===== src/eye_homing_positioner_unit_macros.svh =====
// Assertion macros shared by the positioner RTL.
// Each macro takes a label, a clock, an active-low reset, a trigger and a consequence.
`ifndef EYE_HOMING_POSITIONER_UNIT_MACROS_SVH
`define EYE_HOMING_POSITIONER_UNIT_MACROS_SVH

// Same-cycle implication.
`define EHP_ASSERT_IMP(lbl, ck, rn, ante, cons) \
  lbl: assert property (@(posedge ck) disable iff (!(rn)) (ante) |-> (cons)) \
    else $error("ehp same-cycle check failed");

// Next-cycle implication.
`define EHP_ASSERT_NXT(lbl, ck, rn, ante, cons) \
  lbl: assert property (@(posedge ck) disable iff (!(rn)) (ante) |=> (cons)) \
    else $error("ehp next-cycle check failed");

`endif


===== src/ehp_pkg.sv =====
package ehp_pkg;

  // Field and register widths.
  localparam int CFG_W      = 24;
  localparam int HOLD_W     = 8;
  localparam int PCT_W      = 7;
  localparam int PROD_W     = 31;
  localparam int CFG_IDX_W  = 2;

  // Register indexes on the configuration port.
  localparam logic [CFG_IDX_W-1:0] CFG_IDX_LEFT_TRAVEL = 2'd0;
  localparam logic [CFG_IDX_W-1:0] CFG_IDX_HOME_TMO    = 2'd1;
  localparam logic [CFG_IDX_W-1:0] CFG_IDX_SENSE_HOLD  = 2'd2;

  // Register reset values.
  localparam logic [CFG_W-1:0]  LEFT_TRAVEL_RST = 24'd10000;
  localparam logic [CFG_W-1:0]  HOME_TMO_RST    = 24'd100000;
  localparam logic [HOLD_W-1:0] SENSE_HOLD_RST  = 8'd200;

  // Operation codes.
  localparam logic OP_TICK  = 1'b0;
  localparam logic OP_START = 1'b1;

  // Percent saturation limit.
  localparam logic [PCT_W-1:0] PCT_MAX = 7'd100;

  // Divide by 100 is a shift by two and a reciprocal multiply by 1/25.
  // For dividends below 2^30, (y * RECIP25) >> RECIP25_SHIFT is exact.
  localparam int               RECIP25_W     = 29;
  localparam logic [RECIP25_W-1:0] RECIP25   = 29'd343597384;
  localparam int               RECIP25_SHIFT = 33;

  // Sequencer phase.
  typedef enum logic [1:0] {
    PH_IDLE   = 2'd0,
    PH_HOMING = 2'd1,
    PH_MOVING = 2'd2,
    PH_HALTED = 2'd3
  } phase_t;

  // One result item.
  typedef struct packed {
    logic drive_right;
    logic drive_left;
    logic busy;
    logic done;
    logic halted;
  } res_t;

endpackage


===== src/eye_homing_positioner_unit.sv =====
// A result is registered and valid in the cycle after its input transaction is accepted.
// One transaction per cycle while the input is not stalled; the sequencer counters update on each.
// The input stalls only while a held result is itself stalled at the output register.
// Reset (synchronous, active low): idle phase, counters cleared, output empty,
// registers back to travel 10000, timeout 100000 and sensor hold 200.
module eye_homing_positioner_unit #(
  parameter int COUNT_WIDTH = 24
) (
  input  logic                            clk,
  input  logic                            rst_n,
  input  logic                            in_valid,
  output logic                            in_stall,
  input  logic                            in_op,
  input  logic [ehp_pkg::PCT_W-1:0]       in_position_percent,
  input  logic                            in_sensor_level,
  output logic                            out_valid,
  input  logic                            out_stall,
  output logic                            out_drive_right,
  output logic                            out_drive_left,
  output logic                            out_busy_res,
  output logic                            out_done_res,
  output logic                            out_halted,
  input  logic                            cfg_we,
  input  logic [ehp_pkg::CFG_IDX_W-1:0]   cfg_index,
  input  logic [ehp_pkg::CFG_W-1:0]       cfg_wdata
);
  import ehp_pkg::*;

  logic [CFG_W-1:0]        left_travel_r;
  logic [CFG_W-1:0]        home_tmo_r;
  logic [HOLD_W-1:0]       sense_hold_r;
  logic                    take;
  logic                    start_load;
  logic [COUNT_WIDTH-1:0]  target;
  res_t                    res_c;
  res_t                    res_q;

  // Configuration registers.
  always_ff @(posedge clk) begin
    if (!rst_n) begin
      left_travel_r <= LEFT_TRAVEL_RST;
      home_tmo_r    <= HOME_TMO_RST;
      sense_hold_r  <= SENSE_HOLD_RST;
    end else if (cfg_we) begin
      unique case (cfg_index)
        CFG_IDX_LEFT_TRAVEL: left_travel_r <= cfg_wdata;
        CFG_IDX_HOME_TMO:    home_tmo_r    <= cfg_wdata;
        CFG_IDX_SENSE_HOLD:  sense_hold_r  <= cfg_wdata[HOLD_W-1:0];
        default: begin
        end
      endcase
    end
  end

  assign take = in_valid && !in_stall;

  ehp_target #(
    .COUNT_WIDTH (COUNT_WIDTH)
  ) u_target (
    .clk    (clk),
    .load   (start_load),
    .pct    (in_position_percent),
    .travel (left_travel_r),
    .target (target)
  );

  ehp_ctrl #(
    .COUNT_WIDTH (COUNT_WIDTH)
  ) u_ctrl (
    .clk          (clk),
    .rst_n        (rst_n),
    .take         (take),
    .op           (in_op),
    .sensor_level (in_sensor_level),
    .target       (target),
    .home_tmo     (home_tmo_r),
    .sense_hold   (sense_hold_r),
    .start_load   (start_load),
    .res          (res_c)
  );

  ehp_out_reg u_out (
    .clk       (clk),
    .rst_n     (rst_n),
    .load      (take),
    .res_in    (res_c),
    .out_stall (out_stall),
    .in_stall  (in_stall),
    .out_valid (out_valid),
    .res_out   (res_q)
  );

  assign out_drive_right = res_q.drive_right;
  assign out_drive_left  = res_q.drive_left;
  assign out_busy_res    = res_q.busy;
  assign out_done_res    = res_q.done;
  assign out_halted      = res_q.halted;

endmodule


===== src/ehp_target.sv =====
// Move target: the saturated percent times travel is registered on start, the divide by
// 100 is applied combinationally to that product, and the quotient is taken when homing finishes.
module ehp_target #(
  parameter int COUNT_WIDTH = 24
) (
  input  logic                        clk,
  input  logic                        load,
  input  logic [ehp_pkg::PCT_W-1:0]   pct,
  input  logic [ehp_pkg::CFG_W-1:0]   travel,
  output logic [COUNT_WIDTH-1:0]      target
);
  import ehp_pkg::*;

  logic [PCT_W-1:0]         pct_sat;
  logic [PROD_W-1:0]        prod_r;
  logic [PROD_W-1:0]        prod_nxt;
  logic [RECIP25_W-1:0]     quarter;
  logic [2*RECIP25_W-1:0]   recip_prod;
  logic [31:0]              quot;

  // Saturate the percent and form the product.
  always_comb begin
    pct_sat  = (pct > PCT_MAX) ? PCT_MAX : pct;
    prod_nxt = PROD_W'(pct_sat) * PROD_W'(travel);
  end

  always_ff @(posedge clk) begin
    if (load) begin
      prod_r <= prod_nxt;
    end
  end

  // Floor divide by 4, then by 25 through the reciprocal.
  always_comb begin
    quarter    = prod_r[PROD_W-1:2];
    recip_prod = (2*RECIP25_W)'(quarter) * (2*RECIP25_W)'(RECIP25);
    quot       = 32'(recip_prod >> RECIP25_SHIFT);
  end

  assign target = quot[COUNT_WIDTH-1:0];

endmodule


===== src/ehp_ctrl.sv =====
`include "eye_homing_positioner_unit_macros.svh"

// Homing and move sequencer with its counters.
module ehp_ctrl #(
  parameter int COUNT_WIDTH = 24
) (
  input  logic                         clk,
  input  logic                         rst_n,
  input  logic                         take,
  input  logic                         op,
  input  logic                         sensor_level,
  input  logic [COUNT_WIDTH-1:0]       target,
  input  logic [ehp_pkg::CFG_W-1:0]    home_tmo,
  input  logic [ehp_pkg::HOLD_W-1:0]   sense_hold,
  output logic                         start_load,
  output ehp_pkg::res_t                res
);
  import ehp_pkg::*;

  localparam int CMP_W = (COUNT_WIDTH > CFG_W) ? COUNT_WIDTH : CFG_W;

  phase_t                  phase_r, phase_nxt;
  logic [COUNT_WIDTH-1:0]  home_cnt_r, home_cnt_nxt;
  logic [HOLD_W-1:0]       hold_cnt_r, hold_cnt_nxt;
  logic [COUNT_WIDTH-1:0]  move_cnt_r, move_cnt_nxt;
  logic [COUNT_WIDTH-1:0]  move_tgt_r, move_tgt_nxt;
  logic [COUNT_WIDTH-1:0]  move_inc;
  logic                    done_nxt;
  logic                    timed_out;
  logic                    home_seen;

  assign start_load = take && (op == OP_START) && (phase_r == PH_IDLE);
  assign timed_out  = CMP_W'(home_cnt_r) >= CMP_W'(home_tmo);
  assign home_seen  = sensor_level && (hold_cnt_r >= sense_hold);
  assign move_inc   = (move_cnt_r == '1) ? move_cnt_r : move_cnt_r + 1'b1;

  // Next state and counters for one accepted transaction.
  always_comb begin
    phase_nxt    = phase_r;
    home_cnt_nxt = home_cnt_r;
    hold_cnt_nxt = hold_cnt_r;
    move_cnt_nxt = move_cnt_r;
    move_tgt_nxt = move_tgt_r;
    done_nxt     = 1'b0;
    if (take) begin
      if (op == OP_START) begin
        if (phase_r == PH_IDLE) begin
          home_cnt_nxt = '0;
          hold_cnt_nxt = '0;
          move_cnt_nxt = '0;
          phase_nxt    = PH_HOMING;
        end
      end else begin
        unique case (phase_r)
          PH_HOMING: begin
            if (timed_out) begin
              phase_nxt = PH_HALTED;
            end else if (home_seen) begin
              home_cnt_nxt = '0;
              move_cnt_nxt = '0;
              move_tgt_nxt = target;
              if (target == '0) begin
                phase_nxt = PH_IDLE;
                done_nxt  = 1'b1;
              end else begin
                phase_nxt = PH_MOVING;
              end
            end else begin
              home_cnt_nxt = (home_cnt_r == '1) ? home_cnt_r : home_cnt_r + 1'b1;
              if (sensor_level) begin
                hold_cnt_nxt = (hold_cnt_r == '1) ? hold_cnt_r : hold_cnt_r + 1'b1;
              end else begin
                hold_cnt_nxt = '0;
              end
            end
          end
          PH_MOVING: begin
            move_cnt_nxt = move_inc;
            if (move_inc >= move_tgt_r) begin
              phase_nxt = PH_IDLE;
              done_nxt  = 1'b1;
            end
          end
          PH_IDLE, PH_HALTED: begin
          end
          default: begin
          end
        endcase
      end
    end
  end

  // Result fields reflect the phase after this transaction.
  always_comb begin
    res.drive_right = (phase_nxt == PH_HOMING);
    res.drive_left  = (phase_nxt == PH_MOVING);
    res.busy        = (phase_nxt == PH_HOMING) || (phase_nxt == PH_MOVING);
    res.done        = done_nxt;
    res.halted      = (phase_nxt == PH_HALTED);
  end

  always_ff @(posedge clk) begin
    if (!rst_n) begin
      phase_r    <= PH_IDLE;
      home_cnt_r <= '0;
      hold_cnt_r <= '0;
      move_cnt_r <= '0;
      move_tgt_r <= '0;
    end else begin
      phase_r    <= phase_nxt;
      home_cnt_r <= home_cnt_nxt;
      hold_cnt_r <= hold_cnt_nxt;
      move_cnt_r <= move_cnt_nxt;
      move_tgt_r <= move_tgt_nxt;
    end
  end

  // Halt is sticky until reset.
  `EHP_ASSERT_NXT(a_halt_sticky, clk, rst_n, phase_r == PH_HALTED, phase_r == PH_HALTED)
  // A done pulse always leaves the sequencer idle.
  `EHP_ASSERT_NXT(a_done_idle, clk, rst_n, take && res.done, phase_r == PH_IDLE)
  // While moving, the count has not yet reached the target.
  `EHP_ASSERT_IMP(a_move_below, clk, rst_n, phase_r == PH_MOVING, move_cnt_r < move_tgt_r)

endmodule


===== src/ehp_out_reg.sv =====
// Result register between the sequencer and the output channel.
module ehp_out_reg (
  input  logic           clk,
  input  logic           rst_n,
  input  logic           load,
  input  ehp_pkg::res_t  res_in,
  input  logic           out_stall,
  output logic           in_stall,
  output logic           out_valid,
  output ehp_pkg::res_t  res_out
);
  import ehp_pkg::*;

  logic  valid_r, valid_nxt;
  res_t  res_r;

  // A new transaction may enter whenever the held result leaves or none is held.
  assign in_stall  = valid_r && out_stall;
  assign valid_nxt = load ? 1'b1 : (valid_r && out_stall);

  always_ff @(posedge clk) begin
    if (!rst_n) begin
      valid_r <= 1'b0;
    end else begin
      valid_r <= valid_nxt;
    end
  end

  always_ff @(posedge clk) begin
    if (load) begin
      res_r <= res_in;
    end
  end

  assign out_valid = valid_r;
  assign res_out   = res_r;

endmodule


===== config.mk =====
export PLATFORM = sky130hd
export DESIGN_NAME = eye_homing_positioner_unit
export DESIGN_NICKNAME = d
export VERILOG_FILES = /design/src/ehp_pkg.sv /design/src/eye_homing_positioner_unit.sv /design/src/ehp_target.sv /design/src/ehp_ctrl.sv /design/src/ehp_out_reg.sv
export VERILOG_INCLUDE_DIRS = /design/src /design/src/src
export SDC_FILE = /design/constraint.sdc
export NUM_CORES = 2
export LEC_CHECK = 0
export ABC_AREA = 1
export BUFFER_PORTS_ARGS = -buffer_cell sky130_fd_sc_hd__buf_2
export CORE_MARGIN = 2
export CORE_UTILIZATION = 62
export CTS_BUF_LIST = sky130_fd_sc_hd__clkbuf_2
export DETAILED_ROUTE_END_ITERATION = 6
export PLACE_DENSITY = 0.82
export SLEW_MARGIN = 20
export SYNTH_ARGS = -nofsm -noshare
export SYNTH_HDL_FRONTEND = slang
export SYNTH_SLANG_ARGS = --single-unit
export TNS_END_PERCENT = 50

===== constraint.sdc =====
create_clock -name clk -period 17.5 [get_ports clk]
set_input_delay 0.875 -clock clk [delete_from_list [all_inputs] [get_ports clk]]
set_output_delay 0.875 -clock clk [all_outputs]
set_load 0.03 [all_outputs]

==> impl_results.md <==
- Gpl congestion: a little over 1
- Ys flop type: dfxtp_1
- Synth warnings: 0
- RSZ-0062 raised after global routing: false
- Reg2reg setup slack: just over 10,000 ps
- Initial Utilization: between 60% and 70%
- Hold Crit Depth: 3
- Placed Area: around 28,000 µm²
- Design Area, Final: around 29,000 µm²
- Slew margin rel.: a little over a quarter
- Kind of cell adding the most delay to the critical path: adder cells
- Num CTS Buffers: 17
- Slowest stage cell, crit path: edfxtp_1
- Hold Vio Cnt, Final: 0
- Die area: approximately 46,000 µm²
- Routed WL: 71.3 mm
- Post-CTS Setup Inserts: 0
- FF-to-FF Start: u_target.prod_r[10]
- CTS clock-pin slew for the worst setup and hold paths: around 310 ps
- Clock root cell: clkbuf_2
- Critical path class: reg2reg
- Layout cells sized above 1: 4.75%
- Post-synth net total: between 4k and 5k
- Worst hold endpoint: home_tmo_r[15]
- Worst path buffer plus inverter count: 8
- CTS Buffer Depth: 2
- Syn avg cell area: between 7 and 8 µm²
- Number of enable flip-flop cells after synthesis: 34
- Tcrit/Tclk final: roughly 42%
- Outcome: complete, but fails checks
- Routed Antenna Nets: 0
- Slew Viols, Final: 0
- Initial DRC Count: between 1.5k and 2k
- Crit path from: u_target.prod_r[10]
- Clk_lat worst skew: 910 ps
- Synth area leader: fa_1
- Flops & latches, synth: about 170
- IO Port Bufs: 46
- Initial antenna violation count: 2
- Failing checks: design-rule violations
- Synth cell types: between 50 and 60
- Actual slew at the worst max-slew pin: between 1000 and 1500 ps
- Hold buffers post-CTS: 0
- Cells after Synth: 3,465
- Worst Path Required: between 15,000 and 20,000 ps
- Worst path max stage delay: roughly 660 ps
- CTS tree: built
- GRT Total Usage: between 30 and 40%
- Critical Path AT: between 7000 and 8000 ps
- Worst-path maximum fanout: 9
- Asr flop ratio synth: 0%
- Avg Vias per Cell: about 5.5
- Top Ports: between 40 and 50
- Die Span Y: approximately 220 µm
- Final setup vio count: 0
- H-tree depth: 4
- Largest net degree at the start of global routing: 90
- Critical R2R Capture: u_out.res_out[2]
- Via count: 22.4k
- Core outline area: roughly 44,000 µm²
- Area Overhead vs Synth: 3.74%
- DR WL/cell: 17.4 µm
- Die W: ~220 µm
- Vias in the first global route: 23.2k
- Detailed Place HPWL: around 61 mm
- Worst hold-check path type: in2reg
- Drt pass-1 iters: 7
- Final net count: between 4k and 5k
- Max cap viols: 0
- Share of the synthesized area in the top cell type: between 20% and 30%
- # rows: a little under 80
- First-pass GRT wire length: between 100 and 150 mm
- Cell mode on critical path: inv_1
- # DRC: 1
- HP Start: cfg_wdata[15]
- Synth Cell Area: ~28,000 µm²
- Worst R2R Path Depth: 33
- Sequential fraction of the synthesis area: ~14%
- Cts repair resizes: 0
- Final TNS setup: 0 ps
- Startpoint Class: register
- Tmin final: between 7000 and 8000 ps
- Worst Clk Skew: 56.9 ps
- Setup crit end kind: register
- Achievable Freq: 137 MHz
- Area contributors post-synth: fa_1 27%, ha_1 19%, inv_1 12%
- CTS sink count: around 170
- Global route overflow: 0
==> layout make-up <==
class	count	area (µm²)
Multi-Input combinational cell	2338	20300
Fill cell	3830	15400
Sequential cell	173	3800
Inverter	899	3370
Tap cell	592	741
Timing Repair Buffer	53	283
Clock inverter	14	154
Clock buffer	18	90.1
Antenna cell	1	2.50
==> state kept, by name, indices dropped and copies added (netlist names) <==
| name | flops |
|---|---|
| u_ctrl.move_cnt_r | 24 |
| u_ctrl.move_tgt_r | 24 |
| u_target.prod_r | 29 |
| u_out.out_valid | 1 |
| u_out.res_out | 5 |
| u_ctrl.home_cnt_r | 24 |
| left_travel_r | 24 |
| sense_hold_r | 8 |
| u_ctrl.hold_cnt_r | 8 |
| home_tmo_r | 24 |
| u_ctrl.phase_r | 2 |
==> worst max path at each step <==
stage	endpoint	slack, ps	cells past startpoint
floorplan	u_out.res_out[2]	11190	33
global placement	u_out.res_out[2]	10280	33
detailed placement	u_out.res_out[2]	10200	33
CTS	u_out.res_out[2]	10230	33
global route	u_out.res_out[2]	9740	35
finish	u_out.res_out[2]	10220	33
==> Yosys cell counts, types with 13 or more instances <==
cell type  instances
inv_1            885
nand2_1          651
ha_1             427
fa_1             377
a21oi_1          210
nor2_1           184
dfxtp_1          139
o21ai_0          110
nand3_1           81
clkbuf_1          45
nand4_1           41
xor2_1            41
nor3_1            35
edfxtp_1          34
xnor2_1           21
a211oi_1          19
o211ai_1          18
inv_2             13
o21bai_1          13
==> worst min-delay path, delay by kind of cell <==
kind                   cells  cell delay (ps)
buffers and inverters      1              100
and+or+nand+nor            1               50
AOI/OAI and AO/OA          1               70
==> stage by stage <==
step / setup slack, ps / utilization (%) / instances / hold WS (ps)
3_5_place_dp: 10200 / 64.6 / 4055 / 455
5_1_grt: 9740 / 65.1 / 4088 / 126
4_1_cts: 10230 / 65.1 / 4087 / 112
2_1_floorplan: 11190 / - / 3465 / 435
6_report: 10220 / 65.1 / 4088 / 195
3_3_place_gp: 10280 / 64.6 / 4055 / 453
==> routing by layer <==
layer | GRT usage [%] | vias up | wire length (µm)
li1 | - | 10733 | -
met1 | 41.2 | 10724 | 29800
met2 | 54.5 | 790 | 33600
met3 | 4.54 | 188 | 4590
met4 | 13.8 | 2 | 3330
met5 | 0 | - | 13
==> logic make-up after synthesis <==
| family | synth area share [%] |
|---|---|
| simple gates | 16.3 |
| buf+inv | 13.0 |
| fa+ha+maj | 46.5 |
| compound gates | 8.38 |
| flops | 13.7 |
| xor+xnor | 2.02 |
| mux | 0.0361 |
==> placed cells by master, fill, tap and decap left out, types with 18 or more instances in the layout <==
master    netlist  routed
xnor2_1        21      21
xor2_1         41      41
o21ai_0       110     110
nand3_1        81      81
nand4_1        41      41
clkbuf_2        0      18
a211oi_1       19      19
edfxtp_1       34      34
o211ai_1       18      18
nand2_1       651     651
inv_1         885     884
a21oi_1       210     210
nor2_1        184     183
buf_2           7      46
dfxtp_1       139     139
ha_1          427     427
fa_1          377     377
nor3_1         35      35
Power is left out: the tool's default activity adds up to more than one toggle a clock period on the data nets, which glitch-free logic cannot reach.
